`src/rtl/core/cfsa_pkg.sv`:
```
`timescale 1ns / 1ps
// cfsa_pkg: shared types, constants and functions for the crc16 frame suffix appender
// no dependencies

package cfsa_pkg;

    localparam logic [15:0] CRC_INIT    = 16'hFFFF;
    localparam logic [15:0] CRC_POLY    = 16'h1021;
    localparam logic [15:0] CAP_RESET   = 16'd256;
    localparam logic [7:0]  CLOSE_BRACE = 8'h7D;

    localparam int SFX_LEN   = 18;
    localparam int SFX_IDX_W = $clog2(SFX_LEN);
    localparam logic [SFX_IDX_W-1:0] SFX_LAST = SFX_IDX_W'(SFX_LEN - 1);

    typedef struct packed {
        logic [7:0] data_byte;
        logic       last_byte;
    } cfsa_in_t;

    typedef struct packed {
        logic [7:0] out_byte;
        logic       frame_end;
        logic       overflow;
    } cfsa_out_t;

    // tracker status seen by the output stage
    typedef struct packed {
        logic [15:0] crc;
        logic        ovf;
    } cfsa_trk_t;

    function automatic logic [15:0] crc_byte(input logic [15:0] crc_in, input logic [7:0] b);
        logic [15:0] c;
        c = crc_in ^ {b, 8'h00};
        for (int i = 0; i < 8; i++) begin
            if (c[15]) begin
                c = {c[14:0], 1'b0} ^ CRC_POLY;
            end else begin
                c = {c[14:0], 1'b0};
            end
        end
        return c;
    endfunction

    function automatic logic [7:0] hex_char(input logic [3:0] n);
        logic [7:0] r;
        if (n < 4'd10) begin
            r = 8'h30 + {4'h0, n};
        end else begin
            r = 8'h41 + {4'h0, n} - 8'd10;
        end
        return r;
    endfunction

    // ,"crc16":"XXXX"} CR LF
    function automatic logic [7:0] suffix_byte(input logic [SFX_IDX_W-1:0] idx,
                                               input logic [15:0] crc);
        logic [7:0] r;
        case (idx)
            5'd0:    r = 8'h2C;
            5'd1:    r = 8'h22;
            5'd2:    r = 8'h63;
            5'd3:    r = 8'h72;
            5'd4:    r = 8'h63;
            5'd5:    r = 8'h31;
            5'd6:    r = 8'h36;
            5'd7:    r = 8'h22;
            5'd8:    r = 8'h3A;
            5'd9:    r = 8'h22;
            5'd10:   r = hex_char(crc[15:12]);
            5'd11:   r = hex_char(crc[11:8]);
            5'd12:   r = hex_char(crc[7:4]);
            5'd13:   r = hex_char(crc[3:0]);
            5'd14:   r = 8'h22;
            5'd15:   r = 8'h7D;
            5'd16:   r = 8'h0D;
            5'd17:   r = 8'h0A;
            default: r = 8'h00;
        endcase
        return r;
    endfunction

endpackage

```
`src/rtl/core/cfsa_crc_track.sv`:
```
`timescale 1ns / 1ps
// cfsa_crc_track: running crc, saturating frame length and capacity register
// depends on cfsa_pkg

module cfsa_crc_track (
    input  logic                aclk,
    input  logic                aresetn,
    input  logic                cfg_we,
    input  logic [15:0]         cfg_wdata,
    input  logic                upd,
    input  logic [7:0]          data_byte,
    input  logic                clear,
    output cfsa_pkg::cfsa_trk_t trk
);
    import cfsa_pkg::*;

    logic [15:0] crc_reg, crc_next;
    logic [15:0] len_reg, len_next;
    logic [15:0] cap_reg;
    logic [15:0] len_inc;
    logic [16:0] total;

    assign len_inc = (len_reg == 16'hFFFF) ? len_reg : len_reg + 16'd1;
    assign total   = {1'b0, len_inc} + 17'(SFX_LEN);

    always_comb begin
        crc_next = crc_reg;
        len_next = len_reg;
        if (clear) begin
            crc_next = CRC_INIT;
            len_next = 16'd0;
        end else if (upd) begin
            crc_next = crc_byte(crc_reg, data_byte);
            len_next = len_inc;
        end
    end

    always_ff @(posedge aclk) begin
        if (!aresetn) begin
            crc_reg <= CRC_INIT;
            len_reg <= 16'd0;
            cap_reg <= CAP_RESET;
        end else begin
            crc_reg <= crc_next;
            len_reg <= len_next;
            if (cfg_we) begin
                cap_reg <= cfg_wdata;
            end
        end
    end

    // overflow status for the transaction being accepted now
    assign trk.crc = crc_reg;
    assign trk.ovf = (total >= {1'b0, cap_reg});

endmodule

```
`src/rtl/core/cfsa_out_stage.sv`:
```
`timescale 1ns / 1ps
// cfsa_out_stage: output register and suffix sequencer
// depends on cfsa_pkg

module cfsa_out_stage (
    input  logic                aclk,
    input  logic                aresetn,
    input  logic                s_valid,
    output logic                s_ready,
    input  cfsa_pkg::cfsa_in_t  s_data,
    output logic                m_valid,
    input  logic                m_ready,
    output cfsa_pkg::cfsa_out_t m_data,
    input  cfsa_pkg::cfsa_trk_t trk,
    output logic                sfx_done
);
    import cfsa_pkg::*;

    logic                 m_valid_reg, m_valid_next;
    cfsa_out_t            m_data_reg, m_data_next;
    logic                 sfx_active_reg, sfx_active_next;
    logic [SFX_IDX_W-1:0] sfx_idx_reg, sfx_idx_next;
    logic                 ovf_reg, ovf_next;
    logic                 out_free;
    logic                 in_accept;
    logic [15:0]          crc_final;

    assign out_free  = !m_valid_reg || m_ready;
    assign s_ready   = out_free && !sfx_active_reg;
    assign in_accept = s_valid && s_ready;
    // crc including the implied closing brace
    assign crc_final = crc_byte(trk.crc, CLOSE_BRACE);

    always_comb begin
        m_valid_next    = m_valid_reg && !m_ready;
        m_data_next     = m_data_reg;
        sfx_active_next = sfx_active_reg;
        sfx_idx_next    = sfx_idx_reg;
        ovf_next        = ovf_reg;
        sfx_done        = 1'b0;
        if (sfx_active_reg) begin
            if (out_free) begin
                m_valid_next          = 1'b1;
                m_data_next.out_byte  = suffix_byte(sfx_idx_reg, crc_final);
                m_data_next.frame_end = (sfx_idx_reg == SFX_LAST);
                m_data_next.overflow  = (sfx_idx_reg == SFX_LAST) && ovf_reg;
                if (sfx_idx_reg == SFX_LAST) begin
                    sfx_active_next = 1'b0;
                    sfx_done        = 1'b1;
                end else begin
                    sfx_idx_next = sfx_idx_reg + SFX_IDX_W'(1);
                end
            end
        end else if (in_accept) begin
            m_valid_next          = 1'b1;
            m_data_next.out_byte  = s_data.data_byte;
            m_data_next.frame_end = 1'b0;
            m_data_next.overflow  = 1'b0;
            if (s_data.last_byte) begin
                sfx_active_next = 1'b1;
                sfx_idx_next    = '0;
                ovf_next        = trk.ovf;
            end
        end
    end

    always_ff @(posedge aclk) begin
        if (!aresetn) begin
            m_valid_reg    <= 1'b0;
            sfx_active_reg <= 1'b0;
            sfx_idx_reg    <= '0;
            ovf_reg        <= 1'b0;
        end else begin
            m_valid_reg    <= m_valid_next;
            sfx_active_reg <= sfx_active_next;
            sfx_idx_reg    <= sfx_idx_next;
            ovf_reg        <= ovf_next;
        end
    end

    always_ff @(posedge aclk) begin
        m_data_reg <= m_data_next;
    end

    assign m_valid = m_valid_reg;
    assign m_data  = m_data_reg;

    a_ovf_only_on_end: assert property (@(posedge aclk) disable iff (!aresetn)
        m_valid_reg && m_data_reg.overflow |-> m_data_reg.frame_end)
        else $error("overflow flagged outside frame end");

    a_last_starts_suffix: assert property (@(posedge aclk) disable iff (!aresetn)
        in_accept && s_data.last_byte |=> sfx_active_reg && sfx_idx_reg == '0)
        else $error("suffix not started after last byte");

    a_idx_range: assert property (@(posedge aclk) disable iff (!aresetn)
        sfx_idx_reg <= SFX_LAST)
        else $error("suffix index out of range");

    a_end_closes_suffix: assert property (@(posedge aclk) disable iff (!aresetn)
        sfx_done |=> !sfx_active_reg && m_valid_reg && m_data_reg.frame_end)
        else $error("frame end not produced on suffix completion");

endmodule

```
`src/rtl/core/crc16_frame_suffix_appender_core.sv`:
```
`timescale 1ns / 1ps
// Passes frame body bytes through one per cycle unless m_ready stalls the output, running
// CRC-16/CCITT-FALSE over them plus an implied closing brace; after the last byte it emits
// the 18-byte suffix ,"crc16":"XXXX"} CR LF with frame_end on the line feed, and overflow
// there when body length plus 18 is not below the capacity register. Each byte passes
// through a single output register; after a last byte it holds the suffix, and s_ready
// stays low until the line feed is loaded, so no byte is accepted during the suffix. The
// output is registered: m_valid is set in the cycle after a byte is accepted. Capacity
// resets to 256; the user must write it through cfg_we/cfg_wdata while idle (not enforced).
// depends on cfsa_pkg, cfsa_crc_track, cfsa_out_stage

module crc16_frame_suffix_appender_core (
    input  logic                aclk,
    input  logic                aresetn,
    input  logic                cfg_we,
    input  logic [15:0]         cfg_wdata,
    input  logic                s_valid,
    output logic                s_ready,
    input  cfsa_pkg::cfsa_in_t  s_data,
    output logic                m_valid,
    input  logic                m_ready,
    output cfsa_pkg::cfsa_out_t m_data
);
    import cfsa_pkg::*;

    cfsa_trk_t trk;
    logic      sfx_done;
    logic      in_accept;

    assign in_accept = s_valid && s_ready;

    cfsa_crc_track u_track (
        .aclk      (aclk),
        .aresetn   (aresetn),
        .cfg_we    (cfg_we),
        .cfg_wdata (cfg_wdata),
        .upd       (in_accept),
        .data_byte (s_data.data_byte),
        .clear     (sfx_done),
        .trk       (trk)
    );

    cfsa_out_stage u_out (
        .aclk     (aclk),
        .aresetn  (aresetn),
        .s_valid  (s_valid),
        .s_ready  (s_ready),
        .s_data   (s_data),
        .m_valid  (m_valid),
        .m_ready  (m_ready),
        .m_data   (m_data),
        .trk      (trk),
        .sfx_done (sfx_done)
    );

endmodule
```
`config.mk`:
```
export PLATFORM = sky130hd
export DESIGN_NAME = crc16_frame_suffix_appender_core
export DESIGN_NICKNAME = d
export VERILOG_FILES = /design/src/rtl/core/cfsa_pkg.sv /design/src/rtl/core/cfsa_crc_track.sv /design/src/rtl/core/cfsa_out_stage.sv /design/src/rtl/core/crc16_frame_suffix_appender_core.sv
export SDC_FILE = /design/constraint.sdc
export NUM_CORES = 1
export LEC_CHECK = 0
export BUFFER_PORTS_ARGS = -buffer_cell sky130_fd_sc_hd__buf_2
export CAP_MARGIN = 30
export CORE_ASPECT_RATIO = 0.5
export CORE_MARGIN = 3
export CORE_UTILIZATION = 35
export CTS_BUF_LIST = sky130_fd_sc_hd__clkbuf_8 sky130_fd_sc_hd__clkbuf_16
export DETAILED_ROUTE_END_ITERATION = 16
export PLACE_DENSITY = 0.59
export SKIP_LAST_GASP = 1
export SLEW_MARGIN = 5
export SYNTH_ARGS = -nofsm -noshare
export SYNTH_HDL_FRONTEND = slang
export SYNTH_HIERARCHICAL = 1
export SYNTH_SLANG_ARGS = --single-unit
```
`constraint.sdc`:
```
create_clock -name aclk -period 8.59 [get_ports aclk]
set_clock_uncertainty 0.2 [all_clocks]
set_input_delay 1.718 -clock aclk [delete_from_list [all_inputs] [get_ports aclk]]
set_output_delay 1.718 -clock aclk [all_outputs]
set_load 0.03 [all_outputs]
```
==> Flow_metrics.wiki, run 1 <==
{| class="wikitable"
! Metric !! Value
|-
| Leakage || roughly 2.3 nW
|-
| Synthesized-area fraction occupied by xor and xnor cells || a little over an eighth
|-
| Highest achievable clock rate || approximately 220 MHz
|-
| Required time of the worst setup path || around 8.6 ns
|-
| Flop-to-flop setup slack || a little under 4 ns
|-
| Fin crit period || 4.643 ns
|-
| Area share of fa/ha/maj cells after synthesis || 6.104%
|-
| Final count of negative-setup-slack endpoints || 0
|-
| Cell internal power dissipation || roughly 0.75 mW
|-
| Largest cells by area after synthesis || dfxtp_1 (22%), xnor2_1 (6.8%), ha_1 (6.1%)
|-
| Fraction of the cycle the final worst path needs || ~54%
|-
| Via count || 4229
|-
| Total of flip-flops plus latches after synthesis || 66
|-
| Number of antenna violations at the first check in global routing || 0
|-
| Source-to-sink clock delay at the later pin of the worst-skew pair || between 0.3 and 0.4 ns
|-
| Max IR drop VDD || about 0.087 mV
|-
| Number of buffers added by the clock tree synthesis step || 9
|-
| Placed Cells incl. Taps || between 800 and 900
|-
| Number of input and output port buffers inserted || 41
|-
| Worst Path Max Fanout || 13
|-
| Clock net sink count || 66
|-
| Result of the run || completed
|-
| Core area || around 14000 um2
|-
| Warnings, synthesis || 6
|-
| Portion of netlist area occupied by mux cells || slightly below 5%
|-
| Net Switching || about 0.37 mW
|-
| Hold Violations, Final || 0
|-
| Maximum count of clock buffers along a single path || 2
|-
| Endpoint arrival time on the critical path || about 4.7 ns
|-
| Overall Global Routing Usage || ~15%
|-
| Pin count of the biggest net entering global routing || 46
|-
| Post-CTS Setup Inserts || 0
|-
| Ports placed on the boundary || between 40 and 50
|-
| Initial cell density of the core || 36.80%
|-
| Reg2Reg Capture Point || u_out/ovf_reg$_SDFFE_PN0P_
|-
| Count of cells along the worst hold path || 2
|-
| Average routed wire per standard cell || 14.63 um
|-
| Fraction of layout instances using a drive strength above 1 || a little over an eighth
|-
| Type of origin of the critical path || flip-flop
|-
| Placer's final routability congestion estimate || 0.8887
|-
| Count of non-filler cells in the finished layout || roughly 830
|-
| # hold bufs at CTS || 0
|-
| Post-DRT Antenna Nets || 0
|-
| Clock tree from TritonCTS || done
|-
| Async set-reset flop share out of synthesis || 0%
|-
| Global-route wire length before repair || ~20000 um
|-
| Number of search-and-repair iterations in the first detailed-routing pass || 5
|-
| Grt ovf || 0
|-
| Primary FF master, synth || dfxtp_1
|-
| Post-synthesis simple-gate area fraction || between 20% and 30%
|-
| CP endpoint kind || flip-flop
|-
| EDFF count, synth || 10
|-
| Top post-synthesis cells by count || dfxtp_1 (56), nand2_1 (56), nor2_1 (48)
|-
| Diode insertion count for antenna repair || 0
|-
| Transition time at the pin with the least slew margin || 0.9329 ns
|-
| Hold worst-path end || u_track/cap_reg[8]$_SDFFE_PN1P_
|-
| Worst hold path type || flip-flop to flip-flop
|-
| Die Span X || roughly 180 um
|-
| CTS HTree Levels || 3
|-
| Sum Neg Setup Slack || 0 ns
|-
| Worst Path Class, Setup || flip-flop to flip-flop
|-
| Clock-pin transition on the worst setup and hold timing paths || roughly 0.05 ns
|-
| Full die area || ~16000 um2
|-
| Synthesized Nets || roughly 670
|-
| Total number of placement rows || 30
|-
| Netlist Area Pre-Place || 5125 um2
|-
| Instance count of the mapped netlist || roughly 610
|-
| Number of global-route vias before repair || 4062
|-
| Largest family of logic cells by synthesized area || simple AND/OR/NAND/NOR gates
|-
| Part of the total power dissipated in sequential elements || 34.0%
|-
| Largest area contributor in the synthesized netlist || dfxtp_1
|-
| Layout-stage area growth over the synthesis result || 11.65%
|-
| Portion of total power attributed to combinational logic || a little under a third
|-
| Number of resized instances in the post-cts repair step || 0
|-
| Clock network fraction of design power || a little over a third
|-
| Worst R2R Start || u_track/len_reg[0]$_SDFFE_PP0P_
|-
| Net total in the final layout || 683
|-
| Slew HR || a little under two fifths
|-
| CTS root buffer || clkbuf_16
|-
| Fraction of power spent switching nets || 32.94%
|-
| Unrepaired setup endpoints after global routing || no
|-
| Power density relative to cell area || 196.8 nW/um2
|-
| Count of final max-slew check failures || 0
|-
| Portion of the post-synthesis area used by sequential elements || ~28%
|-
| Worst Hold Launch || u_track/cap_reg[8]$_SDFFE_PN1P_
|-
| Worst reg2reg path depth || 22
|-
| Maximum Capacitance Violations || 0
|-
| Vias/cell || around 5.1
|-
| DRC marker count from the first detailed-route iteration || 194
|-
| Post-detail-place hpwl || approximately 9100 um
|-
| Post-Synthesis Mean Instance Area || ~8.4 um2
|-
| Overall routed net length || 12070 um
|-
| Residual DRC count || 0
|-
| Portion of synthesized cell area occupied by the leading cell type || a little over a fifth
|-
| Number of distinct library cell variants in the gate-level netlist after synthesis || a little under 80
|-
| Compound-cell area share of the yosys netlist || 19.14%
|-
| Die height || ~90 um
|}
==> critical path, cell delays in order (launching register included) <==
cell and delay [ns]:
dfxtp_1 0.47, ha_1 0.32, nand2_2 0.17, nor4_4 0.35, nand2_1 0.34, a21boi_0 0.42
inv_1 0.09, ha_1 0.22, nand2_1 0.06, nand2_1 0.10, nand2_1 0.17, nor3_1 0.08
xnor2_1 0.15, ha_1 0.19, a21o_1 0.17, a21oi_1 0.15, nor2b_1 0.06, o21ai_0 0.16
a21oi_1 0.10, a311oi_1 0.28, o41ai_1 0.12, mux2i_1 0.13, nor2b_1 0.05
==> through the flow <==
step / total power [mW] / hold slack, ns / instance area (um2) / util, % / worst slack, ns
after floorplan: 0.6631 / 0.2614 / 5125 / - / 4.452
after global placement: 0.7310 / 0.2764 / 5401 / 38.79 / 4.175
after detailed placement: 0.7330 / 0.2855 / 5401 / 38.79 / 4.023
after CTS: 1.135 / 0.2964 / 5722 / 41.09 / 3.983
after global routing: 1.194 / 0.3153 / 5722 / 41.09 / 3.394
final: 1.126 / 0.2945 / 5722 / 41.09 / 3.947
==> power by group through the flow <==
stage | registers [mW] | logic (mW) | clock network (mW)
6_report | 0.382 | 0.347 | 0.396
3_3_place_gp | 0.388 | 0.343 | 0
5_1_grt | 0.388 | 0.387 | 0.419
4_1_cts | 0.383 | 0.347 | 0.406
2_1_floorplan | 0.378 | 0.285 | 0
3_5_place_dp | 0.389 | 0.344 | 0
==> layout make-up <==
type	instances	area, um2
Clock buffer	10	239.0
Multi-Input combinational cell	482	3422
Sequential cell	66	1421
Inverter	26	97.59
Fill cell	1394	8204
Tap cell	192	240.2
Clock inverter	6	81.33
Timing Repair Buffer	43	220.2
==> how the worst max path moves through the flow <==
stage / from / cells after the start / end
2_1_floorplan: m_ready / 2 / s_ready
3_3_place_gp: u_track/len_reg[0]$_SDFFE_PP0P_ / 22 / u_out/ovf_reg$_SDFFE_PN0P_
3_5_place_dp: u_track/len_reg[0]$_SDFFE_PP0P_ / 22 / u_out/ovf_reg$_SDFFE_PN0P_
4_1_cts: u_track/len_reg[0]$_SDFFE_PP0P_ / 22 / u_out/ovf_reg$_SDFFE_PN0P_
5_1_grt: u_track/len_reg[0]$_SDFFE_PP0P_ / 22 / u_out/ovf_reg$_SDFFE_PN0P_
6_report: u_track/len_reg[0]$_SDFFE_PP0P_ / 22 / u_out/ovf_reg$_SDFFE_PN0P_
==> routing by layer <==
layer	part of all wire (%)	GRT usage, %
met3	3.3	3.258
met4	1.0	3.592
met5	0	0
met2	47	25.35
met1	49	20.72
==> kinds of logic after synthesis <==
group	after synthesis
adder cells (fa/ha/maj)	25
buffers and inverters	64
AND/OR/NAND/NOR	225
XOR/XNOR	73
flip-flops	66
multiplexers	24
AO/OA/AOI/OAI	135
==> placed cells by master, fill, tap and decap left out, types with 4 or more instances in the layout <==
cell	netlist	layout
nand2_1	56	56
dfxtp_1	56	56
nor2_1	48	48
buf_2	12	41
xnor2_1	40	40
o21ai_0	30	30
xor2_1	29	29
nand3_1	26	26
inv_1	24	25
ha_1	25	25
nor2b_1	24	24
a21oi_1	21	21
mux2i_1	20	20
nor3_1	14	14
a21o_1	11	11
edfxtp_1	10	10
clkbuf_16	0	9
and2_1	8	8
and3_1	8	8
a31oi_1	8	8
a211oi_1	7	7
o211ai_1	6	6
nand2b_1	6	6
a21boi_0	5	5
nor4_1	5	5
o21a_1	5	5
nand4_1	5	5
nand3b_1	4	4
Note: power is estimated with default switching activity, not from simulation.
==> run 2: changes to the inputs <==
--- a/config.mk
+++ b/config.mk
@@ -12,7 +12,7 @@
 export CORE_UTILIZATION = 35
 export CTS_BUF_LIST = sky130_fd_sc_hd__clkbuf_8 sky130_fd_sc_hd__clkbuf_16
 export DETAILED_ROUTE_END_ITERATION = 16
-export PLACE_DENSITY = 0.59
+export PLACE_DENSITY = 0.61
 export SKIP_LAST_GASP = 1
 export SLEW_MARGIN = 5
 export SYNTH_ARGS = -nofsm -noshare
==> constraint.sdc (replaced) <==
create_clock -name aclk -period 3.9 [get_ports aclk]
set_clock_uncertainty 0.2 [all_clocks]
set_input_delay 0.78 -clock aclk [delete_from_list [all_inputs] [get_ports aclk]]
set_output_delay 0.78 -clock aclk [all_outputs]
set_load 0.03 [all_outputs]
==> run 2 against run 1 <==
Worst setup slack worse by 3.8 ns. Global-route usage grew 0.082 points. Fmax grew 25%. Design area is 7.5% higher. Final cell count grew 4.4%. Core utilization is 3.1 points higher. Count of clock-buffer cells in the layout increased by 3. Critical endpoint unchanged.
==> Flow_metrics.wiki, run 2 (synthesis results as in run 1) <==
{| class="wikitable"
! Metric !! Value
|-
| Worst hold path type || flip-flop to flip-flop
|-
| Max IR drop VDD || 0.1832 mV (+110%)
|-
| Core area || 13930 um2 (unchanged)
|-
| Fraction of the cycle the final worst path needs || 95.34% (+41 points)
|-
| Transition time at the pin with the least slew margin || 0.9145 ns (-0.01842 ns)
|-
| Worst Hold Launch || u_track/cap_reg[8]$_SDFFE_PN1P_
|-
| Count of cells along the worst hold path || 2 (unchanged)
|-
| Overall routed net length || 12700 um (+5.3%)
|-
| Count of final max-slew check failures || 0 (unchanged)
|-
| Required time of the worst setup path || 3.92 ns (-4.69 ns)
|-
| Clock tree from TritonCTS || done
|-
| Net total in the final layout || 719 (+5.3%)
|-
| Layout-stage area growth over the synthesis result || 20.04%
|-
| Average routed wire per standard cell || 14.75 um (+0.85%)
|-
| Initial cell density of the core || 36.80% (unchanged)
|-
| Clock net sink count || 66 (unchanged)
|-
| Slew HR || 38.81% (+1.2 points)
|-
| Instance area after placement || 5552 um2 (+2.8%)
|-
| CP endpoint kind || flip-flop
|-
| Die Span X || 177.1 um (unchanged)
|-
| Fraction of layout instances using a drive strength above 1 || 23.32% (+9.7 points)
|-
| Leakage || 2.505 nW (+11%)
|-
| Summed area of non-filler cells in the final layout || 6152 um2 (+7.5%)
|-
| Overall Global Routing Usage || 15.51% (+0.082 points)
|-
| Maximum count of clock buffers along a single path || 2 (unchanged)
|-
| Commonest non-fill, non-tap cell in the layout || nand2_1
|-
| Final-layout worst hold slack || 0.2969 ns (+0.002312 ns)
|-
| Worst reg2reg path depth || 17 (-23%)
|-
| Power density relative to cell area || 392.1 nW/um2 (+99%)
|-
| Clock-pin transition on the worst setup and hold timing paths || 0.06 ns (about the same)
|-
| Global-route wire length before repair || 20630 um (+0.81%)
|-
| Source-to-sink clock delay at the later pin of the worst-skew pair || 0.33 ns (about the same)
|-
| Die height || 91.57 um (unchanged)
|-
| Flop-to-flop setup slack || 0.18 ns (-3.76 ns)
|-
| Number of global-route vias before repair || 4145 (+2.0%)
|-
| Number of search-and-repair iterations in the first detailed-routing pass || 5 (unchanged)
|-
| Vias/cell || 5.192 (+1.3%)
|-
| Highest achievable clock rate || 269.0 MHz (+25%)
|-
| Grt ovf || 0 (unchanged)
|-
| Post-DRT Antenna Nets || 0 (unchanged)
|-
| Total number of placement rows || 30 (unchanged)
|-
| Sequential cell area || 1448 um2 (+1.8%)
|-
| FILL cells || 1359 (-2.5%)
|-
| Number of buffers added by the clock tree synthesis step || 9 (unchanged)
|-
| Fin crit period || 3.718 ns (-0.9251 ns)
|-
| Residual DRC count || 0 (unchanged)
|-
| CTS root buffer || clkbuf_16
|-
| Worst R2R Start || u_track/len_reg[0]$_SDFFE_PP0P_
|-
| Worst Path Class, Setup || flip-flop to flip-flop
|-
| Result of the run || completed
|-
| Maximum Capacitance Violations || 0 (unchanged)
|-
| Final count of negative-setup-slack endpoints || 0 (unchanged)
|-
| Most frequent cells in the layout || nand2_1 (52), nor2_1 (47), dfxtp_1 (47)
|-
| Endpoint arrival time on the critical path || 3.74 ns (-0.93 ns)
|-
| Ports placed on the boundary || 42 (unchanged)
|-
| Reg2Reg Capture Point || u_out/ovf_reg$_SDFFE_PN0P_
|-
| Via count || 4470 (+5.7%)
|-
| Hold worst-path end || u_track/cap_reg[8]$_SDFFE_PN1P_
|-
| Worst Path Max Fanout || 5 (-8)
|-
| Full die area || 16220 um2 (unchanged)
|-
| CTS HTree Levels || 3 (unchanged)
|-
| Hold Violations, Final || 0 (unchanged)
|-
| Pin count of the biggest net entering global routing || 31 (-33%)
|-
| Number of input and output port buffers inserted || 41 (unchanged)
|-
| Type of origin of the critical path || flip-flop
|-
| Diode insertion count for antenna repair || 0 (unchanged)
|-
| DRC marker count from the first detailed-route iteration || 267 (+38%)
|-
| Number of antenna violations at the first check in global routing || 0 (unchanged)
|-
| Post-detail-place hpwl || 9281 um (+1.8%)
|-
| Placer's final routability congestion estimate || 0.8542 (-3.9%)
|-
| Footprint of the multi-input gates || 3577 um2 (+4.5%)
|}
-- run 2: final cells by class --
cell class	instances	share of cell area [%]
clock inverters	3	0.2441
multi-input cells	482	58.15
inverters	26	1.586
clock buffers	13	4.556
repair buffers	79	8.033
well taps	192	3.905
flip-flops and latches	66	23.53
-- run 2: worst max-delay path by stage --
stage | startpoint | endpoint | slack (ns) | cells after the start
floorplan | u_track/len_reg[1]$_SDFFE_PP0P_ | u_out/ovf_reg$_SDFFE_PN0P_ | 0.05 | 20
global placement | u_track/len_reg[0]$_SDFFE_PP0P_ | u_out/ovf_reg$_SDFFE_PN0P_ | -0.05 | 17
detailed placement | u_track/len_reg[0]$_SDFFE_PP0P_ | u_out/ovf_reg$_SDFFE_PN0P_ | -0.09 | 17
CTS | u_track/len_reg[0]$_SDFFE_PP0P_ | u_out/ovf_reg$_SDFFE_PN0P_ | 0.005 | 17
global route | u_track/len_reg[5]$_SDFFE_PP0P_ | u_out/ovf_reg$_SDFFE_PN0P_ | -0.03 | 15
finish | u_track/len_reg[0]$_SDFFE_PP0P_ | u_out/ovf_reg$_SDFFE_PN0P_ | 0.18 | 17
-- run 2: repair_timing --
item                       in CTS  in global routing
buffers inserted                0                 16
pin swaps                       0                 18
hold endpoints to repair        0                  0
setup endpoints to repair       1                  1
gates resized for setup         3                 51
hold buffers                    0                  0
-- run 2: metrics by stage --
| stage | TNS, ns | total power, mW | util [%] | instances | worst slack, ns |
|---|---|---|---|---|---|
| 6_report | 0 | 2.412 | 44.18 | 861 | 0.1818 |
| 2_1_floorplan | 0 | 1.460 | - | 612 | 0.04699 |
| 5_1_grt | -0.02586 | 2.569 | 44.18 | 861 | -0.02586 |
| 3_5_place_dp | -0.09384 | 1.627 | 39.87 | 829 | -0.09384 |
| 4_1_cts | 0 | 2.425 | 42.08 | 845 | 0.004760 |
| 3_3_place_gp | -0.04575 | 1.617 | 39.87 | 829 | -0.04575 |
-- run 2: critical path, cell delays in order (launching register included) --
cell and delay, ns:
dfxtp_1 0.33, ha_2 0.20, buf_4 0.14, and2_1 0.20
a31oi_1 0.10, a41o_1 0.26, nor4_4 0.20, nand4_1 0.21
nor3_2 0.24, xnor2_1 0.17, ha_1 0.29, o21ai_2 0.18
o22a_1 0.16, o22ai_1 0.08, a311oi_1 0.33, o41ai_2 0.14
mux2i_1 0.14, nor2b_1 0.06
-- run 2: where the power goes --
group / leakage (nW) / internal (mW) / total, mW / switching [mW]
combinational: 1.79 / 0.356 / 0.790 / 0.434
clock: 0.150 / 0.495 / 0.787 / 0.292
sequential: 0.565 / 0.750 / 0.835 / 0.0854
-- run 2: layer usage --
layer / part of all wire [%] / global-route usage, % / vias to the layer above
met1: 48 / 21.24 / 2063
met5: 0 / 0 / -
met2: 47 / 25.29 / 103
li1: - / - / 2283
met3: 3.4 / 2.757 / 21
met4: 1.6 / 3.788 / 0
==> run 3: changes to the inputs <==
--- a/config.mk
+++ b/config.mk
@@ -5,14 +5,14 @@
 export SDC_FILE = /design/constraint.sdc
 export NUM_CORES = 1
 export LEC_CHECK = 0
-export BUFFER_PORTS_ARGS = -buffer_cell sky130_fd_sc_hd__buf_2
 export CAP_MARGIN = 30
 export CORE_ASPECT_RATIO = 0.5
 export CORE_MARGIN = 3
 export CORE_UTILIZATION = 35
 export CTS_BUF_LIST = sky130_fd_sc_hd__clkbuf_8 sky130_fd_sc_hd__clkbuf_16
 export DETAILED_ROUTE_END_ITERATION = 16
-export PLACE_DENSITY = 0.61
+export DONT_BUFFER_PORTS = 1
+export PLACE_DENSITY = 0.57
 export SKIP_LAST_GASP = 1
 export SLEW_MARGIN = 5
 export SYNTH_ARGS = -nofsm -noshare
==> constraint.sdc (replaced) <==
create_clock -name aclk -period 4.5 [get_ports aclk]
set_clock_uncertainty 0.2 [all_clocks]
set_input_delay 0.9 -clock aclk [delete_from_list [all_inputs] [get_ports aclk]]
set_output_delay 0.9 -clock aclk [all_outputs]
set_load 0.03 [all_outputs]
==> run 3 against run 2 <==
Power is 13% lower. Critical path type unchanged. Clock power is 6.7% lower. Via count is 6.8% lower. First-iteration DRC count is 39% lower.
==> Flow_metrics.wiki, run 3 (synthesis results as in run 1) <==
{| class="wikitable"
! Metric !! Value
|-
| Worst Path Class, Setup || flip-flop to flip-flop
|-
| Worst Path Max Fanout || 10 (+5)
|-
| Post-CTS Setup Inserts || 0 (unchanged)
|-
| Net total in the final layout || 649 (-9.7%)
|-
| CP endpoint kind || flip-flop
|-
| Via count || 4165 (-6.8%)
|-
| Power density relative to cell area || 378.1 nW/um2 (-3.6%)
|-
| Number of buffers added by the clock tree synthesis step || 9 (unchanged)
|-
| Initial cell density of the core || 36.80% (unchanged)
|-
| Worst Hold Launch || u_track/cap_reg[8]$_SDFFE_PN1P_
|-
| Total number of placement rows || 30 (unchanged)
|-
| Post-detail-place hpwl || 9172 um (-1.2%)
|-
| Most frequent cells in the layout || nand2_1 (56), dfxtp_1 (53), nor2_1 (48)
|-
| Worst hold path type || flip-flop to flip-flop
|-
| Flop-to-flop setup slack || 0.41 ns (+0.23 ns)
|-
| CTS HTree Levels || 3 (unchanged)
|-
| Worst R2R Start || u_track/len_reg[13]$_SDFFE_PP0P_
|-
| Fin crit period || 4.089 ns (+0.3711 ns)
|-
| Number of global-route vias before repair || 4031 (-2.8%)
|-
| Clock-pin transition on the worst setup and hold timing paths || 0.05 ns (about the same)
|-
| Vias/cell || 5.265 (+1.4%)
|-
| Required time of the worst setup path || 4.53 ns (+0.61 ns)
|-
| Reg2Reg Capture Point || u_out/ovf_reg$_SDFFE_PN0P_
|-
| Post-DRT Antenna Nets || 0 (unchanged)
|-
| Placer's final routability congestion estimate || 0.8365 (-2.1%)
|-
| Number of input and output port buffers inserted || 0 (-100%)
|-
| Global-route wire length before repair || 20350 um (-1.4%)
|-
| Source-to-sink clock delay at the later pin of the worst-skew pair || 0.34 ns (about the same)
|-
| CTS root buffer || clkbuf_16
|-
| Maximum count of clock buffers along a single path || 2 (unchanged)
|-
| Overall routed net length || 12210 um (-3.9%)
|-
| Number of antenna violations at the first check in global routing || 0 (unchanged)
|-
| Fraction of layout instances using a drive strength above 1 || 9.516% (-14 points)
|-
| Grt ovf || 0 (unchanged)
|-
| Hold worst-path end || u_track/cap_reg[8]$_SDFFE_PN1P_
|-
| Max IR drop VDD || 0.1843 mV (+0.64%)
|-
| Die height || 91.57 um (unchanged)
|-
| Residual DRC count || 0 (unchanged)
|-
| Layout-stage area growth over the synthesis result || 8.667%
|-
| Final count of negative-setup-slack endpoints || 0 (unchanged)
|-
| Diode insertion count for antenna repair || 0 (unchanged)
|-
| Leakage || 2.116 nW (-16%)
|-
| Result of the run || completed
|-
| Number of search-and-repair iterations in the first detailed-routing pass || 4 (-1)
|-
| Count of cells along the worst hold path || 2 (unchanged)
|-
| Clock tree from TritonCTS || done
|-
| Die Span X || 177.1 um (unchanged)
|-
| Maximum Capacitance Violations || 0 (unchanged)
|-
| Average routed wire per standard cell || 15.43 um (+4.6%)
|-
| Highest achievable clock rate || 244.5 MHz (-9.1%)
|-
| Fraction of the cycle the final worst path needs || 90.87% (-4.5 points)
|-
| Count of final max-slew check failures || 0 (unchanged)
|-
| Overall Global Routing Usage || 15.42% (-0.087 points)
|-
| Ports placed on the boundary || 42 (unchanged)
|-
| Sum Neg Setup Slack || 0 ns (unchanged)
|-
| Type of origin of the critical path || flip-flop
|-
| Slew HR || 47.13% (+8.3 points)
|-
| Clock net sink count || 66 (unchanged)
|-
| Endpoint arrival time on the critical path || 4.12 ns (+0.38 ns)
|-
| Unrepaired setup endpoints after global routing || no
|-
| Pin count of the biggest net entering global routing || 46 (+48%)
|-
| Transition time at the pin with the least slew margin || 0.7920 ns (-0.1225 ns)
|-
| Commonest non-fill, non-tap cell in the layout || nand2_1
|-
| Full die area || 16220 um2 (unchanged)
|-
| Worst reg2reg path depth || 21 (+4)
|-
| DRC marker count from the first detailed-route iteration || 162 (-39%)
|-
| Core area || 13930 um2 (unchanged)
|-
| Hold Violations, Final || 0 (unchanged)
|-
| Final Total Pwr || 2.106 mW (-13%)
|}
[run 3: how the worst max path moves through the flow]
stage | from | slack [ns] | endpoint | cells past startpoint
2_1_floorplan | u_track/len_reg[1]$_SDFFE_PP0P_ | 0.65 | u_out/ovf_reg$_SDFFE_PN0P_ | 20
6_report | u_track/len_reg[13]$_SDFFE_PP0P_ | 0.41 | u_out/ovf_reg$_SDFFE_PN0P_ | 21
5_1_grt | u_track/len_reg[0]$_SDFFE_PP0P_ | 0.01 | u_out/ovf_reg$_SDFFE_PN0P_ | 22
3_3_place_gp | u_track/len_reg[0]$_SDFFE_PP0P_ | 0.46 | u_out/ovf_reg$_SDFFE_PN0P_ | 19
4_1_cts | u_track/len_reg[0]$_SDFFE_PP0P_ | 0.20 | u_out/ovf_reg$_SDFFE_PN0P_ | 22
3_5_place_dp | u_track/len_reg[0]$_SDFFE_PP0P_ | 0.32 | u_out/ovf_reg$_SDFFE_PN0P_ | 18
[run 3: area by class of cell]
class / instances / area [um2]
clock buffer: 11 / 252.7
multi-input combinational: 482 / 3425
timing repair buffer: 9 / 67.56
inverter: 26 / 97.59
tap: 192 / 240.2
sequential: 66 / 1425
clock inverter: 5 / 61.31
fill: 1399 / 8357
[run 3: layer usage]
metal | global-route usage (%) | wire length [um] | share of wire, %
met1 | 19.93 | 5886 | 48
met2 | 26.21 | 5756 | 47
met3 | 3.342 | 454 | 3.7
met4 | 3.723 | 112 | 0.92
met5 | 0 | 0 | 0
[run 3: through the flow]
| step | setup slack [ns] | instances | hold WS [ns] | instance area, um2 | util (%) |
|---|---|---|---|---|---|
| after global placement | 0.4636 | 774 | 0.2802 | 5241 | 37.64 |
| after floorplan | 0.6470 | 612 | 0.2614 | 5125 | - |
| after CTS | 0.1989 | 790 | 0.2902 | 5555 | 39.89 |
| final | 0.4108 | 791 | 0.2889 | 5569 | 39.99 |
| after global routing | 0.01309 | 791 | 0.3255 | 5569 | 39.99 |
| after detailed placement | 0.3237 | 774 | 0.2809 | 5241 | 37.64 |
[run 3: repair_timing]
item                                   4_1_cts  5_1_grt
endpoints found under the hold margin        0        0
setup endpoints to repair                    0        1
resized for setup                            0        4
hold buffers                                 0        0
[run 3: critical path, cell delays in order, from the launching register on]
cell      delay (ns)
dfxtp_1         0.52
nand3_4         0.19
nor4_4          0.38
nand2_1         0.14
a21boi_0        0.27
inv_1           0.07
ha_1            0.21
nand2_1         0.06
nand2_1         0.09
nand2_1         0.13
nor3_1          0.08
xnor2_1         0.14
ha_1            0.18
a21o_1          0.17
a21oi_1         0.14
nor2b_1         0.06
o21ai_0         0.20
a21oi_1         0.10
a311oi_1        0.30
o41ai_1         0.16
mux2i_1         0.14
nor2b_1         0.05
[run 3: power by group]
group	internal [mW]	switching, mW	total (mW)
logic	0.284	0.338	0.622
clock network	0.461	0.273	0.734
registers	0.653	0.0971	0.750
